==> config.mk <==
export PLATFORM = sky130hd
export DESIGN_NAME = ascii_reply_frame_parser
export DESIGN_NICKNAME = d
export VERILOG_FILES = /design/src/design/arfp_pkg.sv /design/src/design/arfp_in_reg.sv /design/src/design/arfp_core.sv /design/src/design/arfp_out_reg.sv /design/src/design/ascii_reply_frame_parser.sv
export VERILOG_INCLUDE_DIRS = /design/src /design/src/design
export SDC_FILE = /design/constraint.sdc
export NUM_CORES = 1
export LEC_CHECK = 0
export BUFFER_PORTS_ARGS = -buffer_cell sky130_fd_sc_hd__buf_4
export CAP_MARGIN = 10
export CORE_MARGIN = 1.5
export CORE_UTILIZATION = 30
export DETAILED_ROUTE_END_ITERATION = 10
export GPL_TIMING_DRIVEN = 0
export MAX_ROUTING_LAYER = met4
export PLACE_DENSITY = 0.43
export REMOVE_ABC_BUFFERS = 1
export SYNTH_ARGS = -nofsm -noshare
export SYNTH_HDL_FRONTEND = slang
export SYNTH_SLANG_ARGS = --single-unit
==> constraint.sdc <==
create_clock -name i_clk -period 22.6 [get_ports i_clk]
set_input_delay 1.13 -clock i_clk [delete_from_list [all_inputs] [get_ports i_clk]]
set_output_delay 1.13 -clock i_clk [all_outputs]
set_load 0.02 [all_outputs]
==> src/design/ascii_reply_frame_parser_macros.svh <==
// ----------------------------------------------------------------------------
// ascii_reply_frame_parser_macros : assertion macros
// Concurrent check helpers that sample on i_clk and sleep while i_rst_n is low.
// ----------------------------------------------------------------------------
`ifndef ASCII_REPLY_FRAME_PARSER_MACROS_SVH
`define ASCII_REPLY_FRAME_PARSER_MACROS_SVH

// Same-cycle implication.
`define ARFP_ASSERT_IMP(lbl, ante, cons, msg) \
    lbl: assert property (@(posedge i_clk) disable iff (!i_rst_n) \
        (ante) |-> (cons)) else $error(msg);

// Next-cycle implication.
`define ARFP_ASSERT_NXT(lbl, ante, cons, msg) \
    lbl: assert property (@(posedge i_clk) disable iff (!i_rst_n) \
        (ante) |=> (cons)) else $error(msg);

`endif

==> src/design/arfp_pkg.sv <==
// ----------------------------------------------------------------------------
// arfp_pkg : shared types and constants of the reply frame parser
// Item and result layouts, codes, characters and hex helpers.
// ----------------------------------------------------------------------------
`default_nettype none

package arfp_pkg;

    // Item kinds
    localparam logic [1:0] KIND_START = 2'd0;
    localparam logic [1:0] KIND_BYTE  = 2'd1;
    localparam logic [1:0] KIND_TICK  = 2'd2;

    // Result status codes
    localparam logic [2:0] STATUS_OK      = 3'd0;
    localparam logic [2:0] STATUS_NG      = 3'd1;
    localparam logic [2:0] STATUS_INVALID = 3'd2;
    localparam logic [2:0] STATUS_PARTIAL = 3'd3;
    localparam logic [2:0] STATUS_NO_DATA = 3'd4;

    // Head word codes
    localparam logic [1:0] HEAD_NONE = 2'd0;
    localparam logic [1:0] HEAD_OK   = 2'd1;
    localparam logic [1:0] HEAD_NG   = 2'd2;

    // Characters
    localparam logic [7:0] CHAR_NUL   = 8'h00;
    localparam logic [7:0] CHAR_CR    = 8'h0D;
    localparam logic [7:0] CHAR_SPACE = 8'h20;
    localparam logic [7:0] CHAR_EQ    = 8'h3D;
    localparam logic [7:0] CHAR_P     = 8'h50;
    localparam logic [7:0] CHAR_C     = 8'h43;
    localparam logic [15:0] WORD_OK   = 16'h4F4B;
    localparam logic [15:0] WORD_NG   = 16'h4E47;

    localparam logic [15:0] SUM_INIT      = 16'hFFFF;
    localparam logic [15:0] TICK_MAX      = 16'hFFFF;
    localparam logic [15:0] TIMEOUT_RESET = 16'd1000;
    localparam logic [2:0]  TOKEN_MAX     = 3'd4;
    localparam logic [6:0]  TOKPOS_MAX    = 7'd127;

    typedef struct packed {
        logic [1:0] kind;
        logic [7:0] rx_byte;
    } t_item;

    typedef struct packed {
        logic [2:0]  status;
        logic [15:0] value;
        logic        has_value;
        logic [31:0] frame_count;
        logic [31:0] error_count;
    } t_result;

    typedef struct packed {
        logic        done;
        logic [15:0] value;
    } t_check;

    // Hex digit value, 16 for a non-digit.
    function automatic logic [4:0] hex_of(input logic [7:0] c);
        logic [4:0] d;
        d = 5'd16;
        if (c >= 8'h30 && c <= 8'h39) d = 5'(c - 8'h30);
        else if (c >= 8'h41 && c <= 8'h46) d = 5'(c - 8'h41 + 8'd10);
        else if (c >= 8'h61 && c <= 8'h66) d = 5'(c - 8'h61 + 8'd10);
        return d;
    endfunction

    // Byte from a digit pair: non-digit first gives 0, non-digit second
    // gives the first digit alone.
    function automatic logic [7:0] pair_byte(input logic [7:0] hi, input logic [7:0] lo);
        logic [4:0] a;
        logic [4:0] b;
        logic [7:0] r;
        a = hex_of(hi);
        b = hex_of(lo);
        if (a[4]) r = 8'h00;
        else if (b[4]) r = {4'h0, a[3:0]};
        else r = {a[3:0], b[3:0]};
        return r;
    endfunction

    // Shift one check digit in; stop at the first non-digit.
    function automatic t_check check_step(input t_check cur, input logic [7:0] c);
        logic [4:0] d;
        t_check r;
        d = hex_of(c);
        r = cur;
        if (!cur.done) begin
            if (d[4]) r.done = 1'b1;
            else r.value = {cur.value[11:0], d[3:0]};
        end
        return r;
    endfunction

endpackage

`default_nettype wire

==> src/design/arfp_in_reg.sv <==
// ----------------------------------------------------------------------------
// arfp_in_reg : input register
// Holds one accepted item until the parse stage can take it.
// ----------------------------------------------------------------------------
`default_nettype none

module arfp_in_reg (
    input  wire logic           i_clk,
    input  wire logic           i_rst_n,
    input  wire logic           i_valid,
    output logic                o_stall,
    input  wire arfp_pkg::t_item i_item,
    input  wire logic           i_advance,
    output logic                o_fire,
    output arfp_pkg::t_item     o_item
);

    logic            r_valid;
    logic            n_valid;
    arfp_pkg::t_item r_item;
    logic            w_load;

    // Stall only while a held item cannot move on.
    assign o_stall = r_valid && !i_advance;
    assign w_load  = i_valid && !o_stall;
    assign o_fire  = r_valid && i_advance;
    assign o_item  = r_item;

    always_comb begin
        n_valid = r_valid;
        if (w_load) n_valid = 1'b1;
        else if (i_advance) n_valid = 1'b0;
    end

    always_ff @(posedge i_clk) begin
        if (!i_rst_n) begin
            r_valid <= 1'b0;
        end else begin
            r_valid <= n_valid;
        end
    end

    always_ff @(posedge i_clk) begin
        if (w_load) r_item <= i_item;
    end

endmodule

`default_nettype wire

==> src/design/arfp_core.sv <==
// ----------------------------------------------------------------------------
// arfp_core : line parse state and result logic
// Tokenizes reply bytes, tracks the timeout and forms one result per wait.
// ----------------------------------------------------------------------------
`default_nettype none

module arfp_core #(
    parameter int LINE_LIMIT = 64
) (
    input  wire logic             i_clk,
    input  wire logic             i_rst_n,
    input  wire logic             i_cfg_wr_en,
    input  wire logic [15:0]      i_cfg_wr_data,
    input  wire logic             i_fire,
    input  wire arfp_pkg::t_item  i_item,
    output logic                  o_res_valid,
    output arfp_pkg::t_result     o_res
);

    localparam int LEN_W = $clog2(LINE_LIMIT);
    localparam logic [LEN_W-1:0] LEN_MAX = LEN_W'(LINE_LIMIT - 1);

    logic [15:0]      r_timeout;
    logic             r_armed,      n_armed;
    logic [LEN_W-1:0] r_line_len,   n_line_len;
    logic [15:0]      r_elapsed,    n_elapsed;
    logic [2:0]       r_tok_cnt,    n_tok_cnt;
    logic             r_tok_open,   n_tok_open;
    logic [6:0]       r_tok_pos,    n_tok_pos;
    logic [15:0]      r_first,      n_first;
    logic [7:0]       r_held,       n_held;
    logic [15:0]      r_data,       n_data;
    logic [15:0]      r_sum,        n_sum;
    logic [15:0]      r_rcv,        n_rcv;
    logic             r_chk_done,   n_chk_done;
    logic [31:0]      r_frames,     n_frames;
    logic [31:0]      r_errors,     n_errors;
    logic             r_text_end,   n_text_end;
    logic [1:0]       r_head,       n_head;
    logic             r_prefix,     n_prefix;
    logic             r_data_good,  n_data_good;

    logic             do_close;
    logic [2:0]       cl_cnt;
    logic [6:0]       cl_len;
    logic             is_cr;
    logic [7:0]       c;
    logic [7:0]       pb;
    arfp_pkg::t_check chk;

    assign c = i_item.rx_byte;

    always_comb begin
        n_armed     = r_armed;
        n_line_len  = r_line_len;
        n_elapsed   = r_elapsed;
        n_tok_cnt   = r_tok_cnt;
        n_tok_open  = r_tok_open;
        n_tok_pos   = r_tok_pos;
        n_first     = r_first;
        n_held      = r_held;
        n_data      = r_data;
        n_sum       = r_sum;
        n_rcv       = r_rcv;
        n_chk_done  = r_chk_done;
        n_frames    = r_frames;
        n_errors    = r_errors;
        n_text_end  = r_text_end;
        n_head      = r_head;
        n_prefix    = r_prefix;
        n_data_good = r_data_good;
        do_close    = 1'b0;
        cl_cnt      = r_tok_cnt;
        cl_len      = r_tok_pos;
        is_cr       = 1'b0;
        pb          = 8'h00;
        chk         = '{done: r_chk_done, value: r_rcv};
        o_res_valid = 1'b0;
        o_res       = '0;

        if (i_fire) begin
            unique case (i_item.kind)
                arfp_pkg::KIND_START: begin
                    n_armed     = 1'b1;
                    n_line_len  = '0;
                    n_elapsed   = '0;
                    n_tok_cnt   = '0;
                    n_tok_open  = 1'b0;
                    n_tok_pos   = '0;
                    n_first     = '0;
                    n_held      = '0;
                    n_data      = '0;
                    n_sum       = arfp_pkg::SUM_INIT;
                    n_rcv       = '0;
                    n_chk_done  = 1'b0;
                    n_text_end  = 1'b0;
                    n_head      = arfp_pkg::HEAD_NONE;
                    n_prefix    = 1'b0;
                    n_data_good = 1'b0;
                end
                arfp_pkg::KIND_TICK: begin
                    if (r_armed) begin
                        if (r_elapsed < arfp_pkg::TICK_MAX) n_elapsed = r_elapsed + 16'd1;
                        if (n_elapsed >= r_timeout) begin
                            o_res_valid   = 1'b1;
                            o_res.status  = (r_line_len == '0) ? arfp_pkg::STATUS_NO_DATA
                                                               : arfp_pkg::STATUS_PARTIAL;
                            n_errors      = r_errors + 32'd1;
                            n_armed       = 1'b0;
                        end
                    end
                end
                arfp_pkg::KIND_BYTE: begin
                    if (r_armed) begin
                        if (r_line_len >= LEN_MAX) begin
                            o_res_valid  = 1'b1;
                            o_res.status = arfp_pkg::STATUS_INVALID;
                            n_errors     = r_errors + 32'd1;
                            n_armed      = 1'b0;
                        end else if (c != arfp_pkg::CHAR_CR) begin
                            n_line_len = r_line_len + LEN_W'(1);
                            if (!r_text_end) begin
                                if (c == arfp_pkg::CHAR_NUL) begin
                                    do_close   = r_tok_open;
                                    n_text_end = 1'b1;
                                end else if (c == arfp_pkg::CHAR_SPACE) begin
                                    if (r_tok_open) begin
                                        do_close = 1'b1;
                                    end else if (r_tok_cnt < arfp_pkg::TOKEN_MAX) begin
                                        // Empty token: open and close at once.
                                        n_tok_cnt = r_tok_cnt + 3'd1;
                                        n_tok_pos = '0;
                                        do_close  = 1'b1;
                                        cl_cnt    = n_tok_cnt;
                                        cl_len    = '0;
                                    end
                                end else if (r_tok_open || r_tok_cnt < arfp_pkg::TOKEN_MAX) begin
                                    if (!r_tok_open) begin
                                        n_tok_cnt  = r_tok_cnt + 3'd1;
                                        n_tok_open = 1'b1;
                                        n_tok_pos  = '0;
                                    end
                                    case (n_tok_cnt)
                                        3'd1: begin
                                            if (n_tok_pos == 7'd0) n_first = {c, 8'h00};
                                            else if (n_tok_pos == 7'd1) n_first = {r_first[15:8], r_first[7:0] | c};
                                        end
                                        3'd2: begin
                                            if (!n_tok_pos[0]) begin
                                                n_held = c;
                                            end else if (n_tok_pos == 7'd1 && r_held == arfp_pkg::CHAR_P
                                                         && c == arfp_pkg::CHAR_EQ) begin
                                                n_prefix = 1'b1;
                                            end else begin
                                                pb     = arfp_pkg::pair_byte(r_held, c);
                                                n_sum  = r_sum - {8'h00, pb};
                                                n_data = {r_data[7:0], pb};
                                            end
                                        end
                                        3'd3: begin
                                            if (n_tok_pos == 7'd0) begin
                                                n_held = c;
                                            end else if (n_tok_pos == 7'd1) begin
                                                if (!(r_held == arfp_pkg::CHAR_C && c == arfp_pkg::CHAR_EQ)) begin
                                                    chk = arfp_pkg::check_step(chk, r_held);
                                                    chk = arfp_pkg::check_step(chk, c);
                                                end
                                            end else begin
                                                chk = arfp_pkg::check_step(chk, c);
                                            end
                                            n_chk_done = chk.done;
                                            n_rcv      = chk.value;
                                        end
                                        default: begin
                                        end
                                    endcase
                                    if (n_tok_pos < arfp_pkg::TOKPOS_MAX) n_tok_pos = n_tok_pos + 7'd1;
                                end
                            end
                        end else begin
                            is_cr    = 1'b1;
                            do_close = r_tok_open;
                        end
                    end
                end
                default: begin
                end
            endcase

            // Close the current token.
            if (do_close) begin
                n_tok_open = 1'b0;
                case (cl_cnt)
                    3'd1: begin
                        n_head = arfp_pkg::HEAD_NONE;
                        if (cl_len == 7'd2 && r_first == arfp_pkg::WORD_OK) n_head = arfp_pkg::HEAD_OK;
                        if (cl_len == 7'd2 && r_first == arfp_pkg::WORD_NG) n_head = arfp_pkg::HEAD_NG;
                    end
                    3'd2: begin
                        n_data_good = !cl_len[0] && (cl_len >= (r_prefix ? 7'd4 : 7'd2));
                    end
                    3'd3: begin
                        if (cl_len == 7'd1) begin
                            chk        = arfp_pkg::check_step('{done: r_chk_done, value: r_rcv}, r_held);
                            n_chk_done = chk.done;
                            n_rcv      = chk.value;
                        end
                    end
                    default: begin
                    end
                endcase
            end

            // Judge the finished line.
            if (is_cr) begin
                o_res_valid = 1'b1;
                n_armed     = 1'b0;
                n_frames    = r_frames + 32'd1;
                if (n_tok_cnt == 3'd0 || n_head == arfp_pkg::HEAD_NONE) begin
                    o_res.status = arfp_pkg::STATUS_INVALID;
                    n_errors     = r_errors + 32'd1;
                end else if (n_tok_cnt == 3'd1 && n_head == arfp_pkg::HEAD_OK) begin
                    o_res.status = arfp_pkg::STATUS_OK;
                end else if (n_tok_cnt != 3'd3) begin
                    o_res.status = arfp_pkg::STATUS_INVALID;
                    n_errors     = r_errors + 32'd1;
                end else begin
                    o_res.status = (n_head == arfp_pkg::HEAD_OK) ? arfp_pkg::STATUS_OK
                                                                 : arfp_pkg::STATUS_NG;
                    if (n_data_good) begin
                        o_res.value     = r_data;
                        o_res.has_value = 1'b1;
                        if (n_rcv != r_sum) begin
                            o_res.status = arfp_pkg::STATUS_INVALID;
                            n_errors     = r_errors + 32'd1;
                        end
                    end
                end
            end
        end

        o_res.frame_count = n_frames;
        o_res.error_count = n_errors;
    end

    always_ff @(posedge i_clk) begin
        if (!i_rst_n) begin
            r_timeout   <= arfp_pkg::TIMEOUT_RESET;
            r_armed     <= 1'b0;
            r_line_len  <= '0;
            r_elapsed   <= '0;
            r_tok_cnt   <= '0;
            r_tok_open  <= 1'b0;
            r_tok_pos   <= '0;
            r_first     <= '0;
            r_held      <= '0;
            r_data      <= '0;
            r_sum       <= arfp_pkg::SUM_INIT;
            r_rcv       <= '0;
            r_chk_done  <= 1'b0;
            r_frames    <= '0;
            r_errors    <= '0;
            r_text_end  <= 1'b0;
            r_head      <= arfp_pkg::HEAD_NONE;
            r_prefix    <= 1'b0;
            r_data_good <= 1'b0;
        end else begin
            if (i_cfg_wr_en) r_timeout <= i_cfg_wr_data;
            r_armed     <= n_armed;
            r_line_len  <= n_line_len;
            r_elapsed   <= n_elapsed;
            r_tok_cnt   <= n_tok_cnt;
            r_tok_open  <= n_tok_open;
            r_tok_pos   <= n_tok_pos;
            r_first     <= n_first;
            r_held      <= n_held;
            r_data      <= n_data;
            r_sum       <= n_sum;
            r_rcv       <= n_rcv;
            r_chk_done  <= n_chk_done;
            r_frames    <= n_frames;
            r_errors    <= n_errors;
            r_text_end  <= n_text_end;
            r_head      <= n_head;
            r_prefix    <= n_prefix;
            r_data_good <= n_data_good;
        end
    end

endmodule

`default_nettype wire

==> src/design/arfp_out_reg.sv <==
// ----------------------------------------------------------------------------
// arfp_out_reg : result register
// Holds one result until the consumer takes it.
// ----------------------------------------------------------------------------
`default_nettype none

module arfp_out_reg (
    input  wire logic              i_clk,
    input  wire logic              i_rst_n,
    input  wire logic              i_load,
    input  wire arfp_pkg::t_result i_res,
    input  wire logic              i_stall,
    output logic                   o_ready,
    output logic                   o_valid,
    output arfp_pkg::t_result      o_res
);

    logic              r_valid;
    logic              n_valid;
    arfp_pkg::t_result r_res;

    // Free when empty or being taken this cycle.
    assign o_ready = !(r_valid && i_stall);
    assign o_valid = r_valid;
    assign o_res   = r_res;

    always_comb begin
        n_valid = r_valid;
        if (i_load) n_valid = 1'b1;
        else if (o_ready) n_valid = 1'b0;
    end

    always_ff @(posedge i_clk) begin
        if (!i_rst_n) begin
            r_valid <= 1'b0;
        end else begin
            r_valid <= n_valid;
        end
    end

    always_ff @(posedge i_clk) begin
        if (i_load) r_res <= i_res;
    end

endmodule

`default_nettype wire

==> src/design/ascii_reply_frame_parser.sv <==
// ----------------------------------------------------------------------------
// ascii_reply_frame_parser : reply line parser with timeout and statistics
// Arms on a start item, parses reply bytes up to a carriage return, checks
// the checksum and reports status, data and running frame and error counts.
// ----------------------------------------------------------------------------
//
//   channel   direction  handshake                  payload
//   -------   ---------  -------------------------  ---------------------------
//   input     in         i_in_valid / o_in_stall    i_kind, i_rx_byte
//   result    out        o_out_valid / i_out_stall  o_status, o_value,
//                                                   o_has_value, o_frame_count,
//                                                   o_error_count
//   config    in         i_cfg_wr_en                i_cfg_wr_data (timeout_ms)
//
// One item per cycle is taken while o_in_stall is low; the parse stage between the
// input register and the result register settles each item combinationally, so an
// item passes the input register and then the result register to reach the outputs.
// Reset is synchronous, active low; it clears all parse state and sets the
// timeout to 1000 ticks. No memory, so no clearing pass.
// A stalled result holds in the result register; the input register then
// holds its item and o_in_stall rises until the result is taken.
// ----------------------------------------------------------------------------
`default_nettype none

`include "ascii_reply_frame_parser_macros.svh"

module ascii_reply_frame_parser #(
    parameter int LINE_LIMIT = 64
) (
    input  wire logic        i_clk,
    input  wire logic        i_rst_n,
    input  wire logic        i_in_valid,
    output logic             o_in_stall,
    input  wire logic [1:0]  i_kind,
    input  wire logic [7:0]  i_rx_byte,
    output logic             o_out_valid,
    input  wire logic        i_out_stall,
    output logic [2:0]       o_status,
    output logic [15:0]      o_value,
    output logic             o_has_value,
    output logic [31:0]      o_frame_count,
    output logic [31:0]      o_error_count,
    input  wire logic        i_cfg_wr_en,
    input  wire logic [15:0] i_cfg_wr_data
);

    arfp_pkg::t_item   w_in_item;
    arfp_pkg::t_item   w_item;
    arfp_pkg::t_result w_res;
    arfp_pkg::t_result w_out_res;
    logic              w_fire;
    logic              w_res_valid;
    logic              w_out_ready;

    assign w_in_item = '{kind: i_kind, rx_byte: i_rx_byte};

    // Hold the accepted item; advance only when the result register is free.
    arfp_in_reg u_in_reg (
        .i_clk     (i_clk),
        .i_rst_n   (i_rst_n),
        .i_valid   (i_in_valid),
        .o_stall   (o_in_stall),
        .i_item    (w_in_item),
        .i_advance (w_out_ready),
        .o_fire    (w_fire),
        .o_item    (w_item)
    );

    // Parse state, timeout and counters; one pass per item.
    arfp_core #(
        .LINE_LIMIT (LINE_LIMIT)
    ) u_core (
        .i_clk         (i_clk),
        .i_rst_n       (i_rst_n),
        .i_cfg_wr_en   (i_cfg_wr_en),
        .i_cfg_wr_data (i_cfg_wr_data),
        .i_fire        (w_fire),
        .i_item        (w_item),
        .o_res_valid   (w_res_valid),
        .o_res         (w_res)
    );

    // Hold the result while the consumer stalls.
    arfp_out_reg u_out_reg (
        .i_clk   (i_clk),
        .i_rst_n (i_rst_n),
        .i_load  (w_res_valid),
        .i_res   (w_res),
        .i_stall (i_out_stall),
        .o_ready (w_out_ready),
        .o_valid (o_out_valid),
        .o_res   (w_out_res)
    );

    assign o_status      = w_out_res.status;
    assign o_value       = w_out_res.value;
    assign o_has_value   = w_out_res.has_value;
    assign o_frame_count = w_out_res.frame_count;
    assign o_error_count = w_out_res.error_count;

    // A new result never lands on one that is still stalled.
    `ARFP_ASSERT_IMP(a_res_has_room, w_res_valid, w_out_ready, "result overwrites a held result")
    // Input stalls only while the result register is not free and no item fires.
    `ARFP_ASSERT_IMP(a_stall_needs_item, o_in_stall, !w_fire && !w_out_ready, "input stall without cause")
    // A valid result without a decoded value carries a zero value.
    `ARFP_ASSERT_IMP(a_value_zero, o_out_valid && !o_has_value, o_value == 16'h0000, "value without data")
    // A taken result with nothing new behind it leaves the output empty.
    `ARFP_ASSERT_NXT(a_drain, o_out_valid && !i_out_stall && !w_res_valid, !o_out_valid, "result repeated")

endmodule

`default_nettype wire
==> metrics.md, run 1 <==
| Metric | Value |
|---|---|
| # IOs | `between 100 and 150` |
| First-pass GRT wire length | `91600 um` |
| Total track usage | `0.199` |
| Initial antenna violation count | `0` |
| Initial core utilization | `0.304` |
| Max_cap viols | `0` |
| Resize count post-CTS | `0` |
| CTS Hold Buffers Added | `0` |
| Worst r2r dst | `u_out_reg.o_res[19]$_DFFE_PP_` |
| Logic pwr share | `0.067` |
| Die height | `roughly 240 um` |
| Critical path class | `reg2reg` |
| Setup WS post-layout | `16.17 ns` |
| Worst setup EP type | `flip-flop` |
| Avg WL per Cell | `~20 um` |
| Relative max-transition margin | `0.194` |
| Htree depth | `2` |
| Final HPWL DP | `40300 um` |
| Yosys top cell area share | `0.221` |
| CTS buffer count | `38` |
| Tcrit/Tclk final | `0.285` |
| Core area | `about 58000 um2` |
| Final wirelength | `59200 um` |
| Vias in the first global route | `15370` |
| CP Data Required Time | `22.91 ns` |
| CP startpoint | `u_core.r_tok_cnt[0]$_SDFFE_PN0P_` |
| Reg2reg path depth | `16` |
| Cell taking the most area after synthesis | `dfxtp_1` |
| Most numerous cell in the Yosys netlist | `nand2_1` |
| P_int | `0.000952 W` |
| Vias | `16047` |
| Worst path arrival time | `6.74 ns` |
| TritonCTS clock tree | `done` |
| FFs w/ async S/R, synth | `0` |
| Syn Inst Count | `2073` |
| Share of cells above drive strength 1 | `0.132` |
| Setup slack at placement | `16.32 ns` |
| Synthesis-stage register bit count | `~290` |
| Flop pwr share | `0.430` |
| Yosys warnings | `0` |
| CTS sink cnt | `288` |
| Clock power frac | `0.502` |
| Worst setup SP type | `flip-flop` |
| Fillcell total | `5984` |
| Top_reg_cell synth | `dfxtp_1` |
| Die area | `60000 um2` |
| Die Width | `245 um` |
| Hold Crit Class | `reg2reg` |
| CTS max path bufs | `3` |
| Outcome | `complete, no violations` |
| Final core occ | `0.355` |
| Number of distinct library cells after synthesis | `103` |
| Worst setup path endpoint | `u_out_reg.o_res[19]$_DFFE_PP_` |
| Final Skew | `0.0130 ns` |
| Worst-Margin Slew | `1.20 ns` |
| Sw power | `0.000319 W` |
| Syn Area/Cell | `8.47 um2` |
| Register area share after synthesis | `0.382` |
| Vias per Instance | `between 5 and 6` |
| Pin count of the biggest net entering global routing | `68` |
| Origin of the critical flop-to-flop path | `u_core.r_tok_cnt[0]$_SDFFE_PN0P_` |
| Row count | `88` |
| # diodes | `0` |
| Final hold viol count | `0` |
| ANT nets after route | `0` |
| Fmax | `between 150 and 200 MHz` |
| Sw Ratio | `0.251` |
| Residual DRC | `0` |
| Port-buffer cells | `116` |
| Max-slew violation count | `0` |
| Initial DRC count | `between 1000 and 1500` |
| Setup_tns | `0 ns` |
| Grt total ovfl | `0` |
| GP Congestion | `around 0.93` |
| Nets | `2187` |
| Area Growth Syn to Fin | `16.7%` |
| Drt pass-1 iters | `8` |
| RSZ-0062 raised after global routing | `no` |
| Worst-path clk slew | `0.06 ns` |
| Worst-Skew Late Latency | `0.56 ns` |
| LEAKAGE | `6.95 nW` |
| R2R Setup Slk | `16.17 ns` |
| Final hold slack | `approximately 0.45 ns` |
| Commonest cells post-synth | `nand2_1 (197), dfxtp_1 (194), nor2_1 (193), a21oi_1 (129), clkbuf_1 (116)` |
| Final Critical Period | `6.43 ns` |
| Top cells by area, synth | `dfxtp_1 (22%), edfxtp_1 (16%), nand2_1 (4.2%)` |
| Post-synth EDFFs | `94` |
| Postcts setup bufs | `0` |
| Mapped cell area | `17600 um2` |
| Peak VDD IR | `0.0420 mV` |
| # setup viols final | `0` |
| Power Dens Cells | `62.0 nW/um2` |
| CP max FO | `26` |
| Root Buffer | `clkbuf_16` |
-- layer usage --
metal / global-route usage / vias to the layer above / wire length (um) / share of wire
li1: - / 7711 / - / -
met2: 0.323 / 475 / 27500 / 0.46
met4: 0.0572 / 0 / 1430 / 0.024
met5: - / - / 0 / 0
met3: 0.0301 / 96 / 3040 / 0.051
met1: 0.258 / 7765 / 27300 / 0.46
-- registers in the layout, indices dropped and copies added (netlist names), 2 cells and up --
| name | count |
|---|---|
| u_core.r_head | 2 |
| u_core.r_errors | 32 |
| u_core.r_timeout | 16 |
| u_core.r_held | 8 |
| u_core.r_tok_pos | 7 |
| u_in_reg.o_item | 10 |
| u_core.r_elapsed | 16 |
| u_out_reg.o_res | 84 |
| u_core.r_rcv | 16 |
| u_core.r_first | 16 |
| u_core.r_frames | 32 |
| u_core.r_sum | 16 |
| u_core.r_line_len | 6 |
| u_core.r_tok_cnt | 3 |
| u_core.r_data | 16 |
-- layout make-up --
type	count	area [um2]	share of cell area
well taps	765	957	0.0467
inverters	79	299	0.0146
clock buffers	47	1010	0.0491
repair buffers	139	1210	0.0591
clock inverters	23	293	0.0143
flip-flops and latches	288	6710	0.327
multi-input cells	1561	10000	0.489
-- critical path, stage by stage (launching register included) --
cell and delay [ns]:
dfxtp_1 0.63, ha_1 0.23, inv_1 0.04, ha_1 0.32, or4b_4 0.50, a221oi_2 0.42
and4_1 0.52, nand3_2 0.30, o221ai_1 0.32, a32oi_1 0.11, mux2_2 0.30, nor4_1 0.62
nand4_1 0.38, o31a_2 0.68, buf_12 0.30, mux2_2 0.31, a22o_1 0.19
-- worst min path at each step --
stage / to / cells after the start / startpoint / slack (ns)
finish: u_core.r_data[9]$_SDFFE_PN0P_ / 2 / u_core.r_data[9]$_SDFFE_PN0P_ / 0.45
global placement: u_core.r_data[12]$_SDFFE_PN0P_ / 2 / u_core.r_data[12]$_SDFFE_PN0P_ / 0.44
global route: u_core.r_data[12]$_SDFFE_PN0P_ / 2 / u_core.r_data[12]$_SDFFE_PN0P_ / 0.48
detailed placement: u_core.r_data[9]$_SDFFE_PN0P_ / 2 / u_core.r_data[9]$_SDFFE_PN0P_ / 0.44
floorplan: u_core.r_data[10]$_SDFFE_PN0P_ / 2 / u_core.r_data[10]$_SDFFE_PN0P_ / 0.43
CTS: u_core.r_data[9]$_SDFFE_PN0P_ / 2 / u_core.r_data[9]$_SDFFE_PN0P_ / 0.45
-- stage by stage --
stage	area (um2)	std cells	total power, W
final	20500	2902	0.00127
after global routing	20500	2902	0.00132
after CTS	20500	2899	0.00129
after detailed placement	19200	2829	0.000643
after global placement	18800	2809	0.000639
after floorplan	17000	1928	0.000602
-- power by group through the flow --
stage | registers [W] | logic [W] | clock network, W
after floorplan | 0.000555 | 0.0000474 | 0
after global placement | 0.000558 | 0.0000814 | 0
after detailed placement | 0.000558 | 0.0000851 | 0
after CTS | 0.000547 | 0.0000853 | 0.000661
after global routing | 0.000548 | 0.0000931 | 0.000682
final | 0.000547 | 0.0000853 | 0.000639
-- cell usage in the layout (no fill, tap or decap), types with 45 or more instances in the layout --
master	instances
a21oi_1	128
o21ai_0	100
nor3_1	55
inv_1	76
nand3_1	85
nand2_1	196
edfxtp_1	94
xnor2_1	45
mux2i_1	63
and2_1	61
dfxtp_1	194
ha_1	47
nor2_1	191
buf_4	123
-- cell families after synthesis --
kind of cell / share of synthesized area
simple gates: 0.233
compound gates: 0.218
flops: 0.382
buf+inv: 0.0514
mux: 0.0477
xor+xnor: 0.0329
fa+ha+maj: 0.0353
No activity file was read; power rests on OpenSTA's default activity.
==> run 2: changes to the inputs <==
clock period = 6.01 ns   (was 22.6 ns; I/O delays follow)
==> run 2 against run 1 <==
Clock skew hardly changed. Global-route usage is 0.089 points higher. Via count is 0.14% higher. Register-to-register slack worse by 16 ns. Die area stayed put. Non-clock buffer count is 28 higher. Combinational power grew to 4.0 times the previous value. Cell count is 0.96% higher. Setup slack worse by 16 ns. Critical path depth is 1 lower. Clock-buffer cell count stayed put. Fmax is 9.5% higher. Highest routed layer unchanged.
==> metrics.md, run 2 (synthesis gave the netlist of run 1 again) <==
| Metric | Value |
|---|---|
| Initial DRC count | `1020 (-5.9%)` |
| Worst setup EP type | `flip-flop` |
| CP max FO | `26 (unchanged)` |
| Vias | `16069 (+0.14%)` |
| Critical path class | `reg2reg` |
| Power Dens Cells | `230 nW/um2 (+270%)` |
| Max-slew violation count | `0 (unchanged)` |
| Worst path arrival time | `6.18 ns (-0.56 ns)` |
| Setup slack at placement | `-0.272 ns (-16.59 ns)` |
| First-pass GRT wire length | `92100 um (+0.53%)` |
| Initial antenna violation count | `0 (unchanged)` |
| Tcrit/Tclk final | `0.978 (+0.693)` |
| Overall power | `0.00480 W (+280%)` |
| Final Critical Period | `5.88 ns (-0.558 ns)` |
| Area Growth Syn to Fin | `18.9%` |
| CTS buffer count | `38 (unchanged)` |
| Share of cells above drive strength 1 | `0.136 (+0.00430)` |
| Relative max-transition margin | `0.208 (+0.0141)` |
| # diodes | `0 (unchanged)` |
| Vias per Instance | `5.48 (-0.82%)` |
| Worst setup SP type | `flip-flop` |
| Worst-Margin Slew | `1.18 ns (-0.0162 ns)` |
| Nets | `2215 (+1.3%)` |
| Inst Count DP | `2829 (unchanged)` |
| Hold Crit Depth | `3 (+1)` |
| Worst-Skew Late Latency | `0.56 ns (about the same)` |
| # setup viols final | `0 (unchanged)` |
| GP Congestion | `0.934 (unchanged)` |
| RSZ-0062 raised after global routing | `no` |
| Core area | `57800 um2 (unchanged)` |
| Worst-path clk slew | `0.06 ns (about the same)` |
| Final wirelength | `59600 um (+0.58%)` |
| Die area | `60000 um2 (unchanged)` |
| Final hold viol count | `0 (unchanged)` |
| Root Buffer | `clkbuf_16` |
| Residual DRC | `0 (unchanged)` |
| Reg2reg path depth | `15 (-1)` |
| Peak VDD IR | `0.159 mV (+280%)` |
| CTS sink cnt | `288 (unchanged)` |
| # IOs | `117 (unchanged)` |
| Outcome | `complete, no violations` |
| Row count | `88 (unchanged)` |
| Final HPWL DP | `40300 um (unchanged)` |
| Vias in the first global route | `15500 (+0.85%)` |
| CTS max path bufs | `3 (unchanged)` |
| Drt pass-1 iters | `5 (-3)` |
| Initial core utilization | `0.304 (unchanged)` |
| Setup WS post-layout | `0.135 ns (-16.03 ns)` |
| Max_cap viols | `0 (unchanged)` |
| Final Skew | `0.0129 ns (-0.000152 ns)` |
| Fillcell total | `5950 (-0.57%)` |
| Htree depth | `2 (unchanged)` |
| ANT nets after route | `0 (unchanged)` |
| Die height | `245 um (unchanged)` |
| Largest register FFs | `84 (unchanged)` |
| Port-buffer cells | `116 (unchanged)` |
| Die Width | `245 um (unchanged)` |
| Commonest non-fill, non-tap cell in the layout | `nand2_1` |
| CP Data Required Time | `6.32 ns (-16.59 ns)` |
| LEAKAGE | `7.10 nW (+2.2%)` |
| Total track usage | `0.200 (+0.000895)` |
| Fmax | `170 MHz (+9.5%)` |
| Hold Crit Class | `in2reg` |
| TritonCTS clock tree | `done` |
| Avg WL per Cell | `20.3 um (-0.38%)` |
| Grt total ovfl | `0 (unchanged)` |
| Pin count of the biggest net entering global routing | `68 (unchanged)` |
| Post-Layout Cell Count | `2930 (+0.96%)` |
| Most frequent cells in the layout | `nand2_1 (196), dfxtp_1 (192), nor2_1 (190)` |
==> run 2: cell types whose count changed in the layout (fill, tap and decap cells not counted), sizes merged <==
cell	delta
buf	+1
dlygate4sd3	+27
==> run 2: per-layer routing <==
metal / wire length (um) / up-vias / part of all wire / track usage
met4: 1540 / 0 / 0.026 / 0.0597
met1: 27600 / 7779 / 0.46 / 0.258
li1: - / 7764 / - / -
met2: 27600 / 429 / 0.46 / 0.324
met3: 2810 / 97 / 0.047 / 0.0303
met5: 0 / - / 0 / -
==> run 2: worst paths after layout <==
kind / from / end / slack, ns
max reg2reg: u_core.r_tok_cnt[2]$_SDFFE_PN0P_ / u_out_reg.o_res[19]$_DFFE_PP_ / 0.13
max: u_core.r_tok_cnt[2]$_SDFFE_PN0P_ / u_out_reg.o_res[19]$_DFFE_PP_ / 0.13
min reg2reg: u_core.r_data[9]$_SDFFE_PN0P_ / u_core.r_data[9]$_SDFFE_PN0P_ / 0.45
min: i_cfg_wr_en / u_core.r_timeout[6]$_SDFFE_PN1P_ / 0.18
==> run 2: critical path: stages, from the launching register on <==
cell and delay, ns:
dfxtp_1 0.52, inv_1 0.19, ha_1 0.36, or4b_4 0.50
a221oi_2 0.47, and4_2 0.46, nand3_2 0.26, o221ai_1 0.33
a32oi_1 0.11, mux2_2 0.31, nor4_2 0.44, nand4_1 0.30
o31a_4 0.60, buf_12 0.25, mux2_2 0.30, a22o_1 0.19
==> run 2: power by group <==
part           switching [W]  internal, W  leakage [nW]  total (W)
clock               0.000941      0.00146         0.626    0.00240
combinational       0.000228     0.000110          4.20   0.000338
sequential         0.0000346      0.00202          2.28    0.00206
total                0.00120      0.00359          7.10    0.00480
==> run 2: repair_timing <==
action / 4_1_cts / 5_1_grt
gates cloned: 0 / 0
pin swaps: 0 / 2
resized for setup: 11 / 7
endpoints found under the hold margin: 27 / 0
hold buffers: 27 / 0
setup endpoints to repair: 34 / 37
setup buffers: 0 / 1
==> run 2: through the flow <==
stage | hold WS, ns | util | area [um2] | setup TNS [ns]
after detailed placement | 0.444 | 0.332 | 19200 | -4.47
after global placement | 0.436 | 0.325 | 18800 | -941.71
after global routing | 0.185 | 0.361 | 20900 | 0
after floorplan | 0.362 | - | 17000 | -153.90
final | 0.183 | 0.361 | 20900 | 0
after CTS | 0.153 | 0.360 | 20800 | 0
==> run 2: layout make-up <==
| type | instances | area, um2 | share of cell area |
|---|---|---|---|
| clock inverters | 23 | 293 | 0.0140 |
| clock buffers | 47 | 1010 | 0.0482 |
| repair buffers | 167 | 1490 | 0.0714 |
| well taps | 765 | 957 | 0.0458 |
| inverters | 79 | 299 | 0.0143 |
| multi-input cells | 1561 | 10100 | 0.485 |
| flip-flops and latches | 288 | 6710 | 0.321 |
==> run 3: changes to the inputs <==
PLACE_DENSITY = default   (was 0.43)
==> run 3 against run 2 <==
Die area unchanged. Sequential power about the same. Hold slack worse by 0.17 ns. Utilization down 0.091 points. Non-clock buffer count down 3. Setup slack better by 0.026 ns. Flip-flop and latch count is the same. Largest cell class unchanged. Routed wire length shrank 5.3%. Largest power group unchanged. Critical path type unchanged. Fmax increased by 0.45%. Register-to-register slack better by 0.03 ns. Critical path depth fell by 1.
==> metrics.md, run 3 (synthesis gave the netlist of run 1 again) <==
| Metric | Value |
|---|---|
| Vias in the first global route | `15552 (+0.34%)` |
| Htree depth | `2 (unchanged)` |
| Post-DP Area | `19200 um2 (-0.18%)` |
| Met2 GRT Util | `0.301 (-0.0230)` |
| LEAKAGE | `7.09 nW (-0.26%)` |
| CTS buffer count | `36 (-5.3%)` |
| Max_cap viols | `0 (unchanged)` |
| Most frequent cells in the layout | `nand2_1 (196), dfxtp_1 (192), nor2_1 (190)` |
| Initial core utilization | `0.304 (unchanged)` |
| GRT met3 Usage | `0.0254 (-0.00492)` |
| Worst path arrival time | `6.22 ns (+0.04 ns)` |
| Core area | `57800 um2 (unchanged)` |
| Commonest non-fill, non-tap cell in the layout | `nand2_1` |
| Vias per Instance | `5.59 (+2.0%)` |
| Root Buffer | `clkbuf_16` |
| First-pass GRT wire length | `87700 um (-4.7%)` |
| Met1 usage | `0.243 (-0.0150)` |
| Residual DRC | `0 (unchanged)` |
| Worst setup EP type | `flip-flop` |
| Drt pass-1 iters | `6 (+1)` |
| Tcrit/Tclk final | `0.973 (-0.00437)` |
| CTS max path bufs | `3 (unchanged)` |
| RSZ-0062 raised after global routing | `no` |
| Grt total ovfl | `0 (unchanged)` |
| Final HPWL DP | `38800 um (-3.7%)` |
| Power Dens Cells | `228 nW/um2 (-0.79%)` |
| Die height | `245 um (unchanged)` |
| Final hold viol count | `0 (unchanged)` |
| Worst setup SP type | `flip-flop` |
| # diodes | `0 (unchanged)` |
| Share of cells above drive strength 1 | `0.137 (+0.000442)` |
| Initial DRC count | `1474 (+45%)` |
| Worst-path clk slew | `0.06 ns (about the same)` |
| Die area | `60000 um2 (unchanged)` |
| Total track usage | `0.188 (-0.0119)` |
| Vias | `16351 (+1.8%)` |
| Critical path class | `reg2reg` |
| Pin count of the biggest net entering global routing | `68 (unchanged)` |
| CTS sink cnt | `288 (unchanged)` |
| GP Congestion | `0.946 (+1.3%)` |
| Row count | `88 (unchanged)` |
| Die Width | `245 um (unchanged)` |
| CP max FO | `26 (unchanged)` |
| # setup viols final | `0 (unchanged)` |
| Grt peak-use layer | `met2` |
| Max-slew violation count | `0 (unchanged)` |
| Peak VDD IR | `0.164 mV (+3.6%)` |
| Final wirelength | `56400 um (-5.3%)` |
| Relative max-transition margin | `0.161 (-0.0473)` |
| Outcome | `complete, no violations` |
| Fmax | `171 MHz (+0.45%)` |
| ANT nets after route | `0 (unchanged)` |
| Hold Crit Class | `in2reg` |
| Final Critical Period | `5.85 ns (-0.0263 ns)` |
| Avg WL per Cell | `19.3 um (-5.1%)` |
| Area Growth Syn to Fin | `18.6%` |
| Final instance area | `20800 um2 (-0.25%)` |
| TritonCTS clock tree | `done` |
| Final Skew | `0.0169 ns (+0.00407 ns)` |
| Nets | `2210 (-0.23%)` |
| Port-buffer cells | `116 (unchanged)` |
| Largest register FFs | `84 (unchanged)` |
| # IOs | `117 (unchanged)` |
| Overall power | `0.00475 W (-1.0%)` |
| Worst-Skew Late Latency | `0.57 ns (about the same)` |
| CP Data Required Time | `6.38 ns (+0.06 ns)` |
| Initial antenna violation count | `1 (+1)` |
| Worst-Margin Slew | `1.25 ns (+0.0657 ns)` |
==> run 3: cell types whose count changed in the layout (fill, tap and decap cells not counted), moves of 3 or more <==
| cell | previous run | this run |
|---|---|---|
| clkbuf_1 | 8 | 5 |
| clkbuf_8 | 0 | 3 |
| buf_4 | 125 | 121 |
| buf_6 | 2 | 5 |
| clkinv_1 | 6 | 2 |
==> run 3: routing by layer <==
layer,up-vias,wire length [um]
met4,0,1740
met3,129,3740
met1,7815,24700
met2,644,26200
met5,-,0
li1,7763,-
==> run 3: what timing repair did <==
| item | in CTS | in global routing |
|---|---|---|
| setup buffers | 1 | 0 |
| setup endpoints to repair | 30 | 35 |
| endpoints found under the hold margin | 26 | 0 |
| pin swaps | 1 | 0 |
| hold buffers | 26 | 0 |
| gates resized for setup | 5 | 14 |
==> run 3: area by class of cell <==
class                      count  area [um2]
clock buffer                  45         986
clock inverter                21         298
fill                        5880       37000
inverter                      79         299
multi-input combinational   1561       10100
sequential                   288        6710
tap                          765         957
timing repair buffer         164        1450
==> run 3: final timing paths <==
| path | from | endpoint | slack, ns | cells past startpoint |
|---|---|---|---|---|
| worst max-delay path | u_core.r_tok_cnt[2]$_SDFFE_PN0P_ | u_out_reg.o_res[10]$_DFFE_PP_ | 0.16 | 14 |
| worst min-delay path | i_cfg_wr_data[4] | u_core.r_timeout[4]$_SDFFE_PN0P_ | 0.01 | 3 |
| worst max register to register | u_core.r_tok_cnt[2]$_SDFFE_PN0P_ | u_out_reg.o_res[10]$_DFFE_PP_ | 0.16 | 14 |
| worst min register to register | u_core.r_data[13]$_SDFFE_PN0P_ | u_core.r_data[13]$_SDFFE_PN0P_ | 0.45 | 2 |
==> run 3: metrics by stage <==
| stage | utilization | setup slack, ns | hold WS [ns] | TNS (ns) | instances |
|---|---|---|---|---|---|
| after global routing | 0.360 | 0.0148 | 0.0378 | 0 | 2923 |
| after global placement | 0.325 | -4.88 | 0.437 | -824.49 | 2809 |
| after floorplan | - | -1.55 | 0.362 | -153.90 | 1928 |
| after detailed placement | 0.331 | -0.263 | 0.443 | -2.68 | 2828 |
| after CTS | 0.359 | 0.0530 | 0.00174 | 0 | 2921 |
| final | 0.360 | 0.161 | 0.0126 | 0 | 2923 |
==> run 3: critical path, stage by stage, from the launching register on <==
cell,delay [ns]
dfxtp_1,0.53
inv_1,0.19
ha_1,0.35
or4b_4,0.50
a221oi_2,0.48
and4_2,0.43
o21ai_0,0.41
a221oi_1,0.54
a211oi_1,0.14
a41o_1,0.27
a2111o_1,0.42
o31a_4,0.56
buf_12,0.25
mux2_1,0.34
o21ai_1,0.22
==> run 3: where the power goes <==
part	switching [W]	total, W	internal (W)	leakage, nW
registers	0.0000337	0.00206	0.00202	2.28
clock network	0.000914	0.00235	0.00144	0.628
logic	0.000226	0.000336	0.000110	4.18
total	0.00117	0.00475	0.00357	7.09
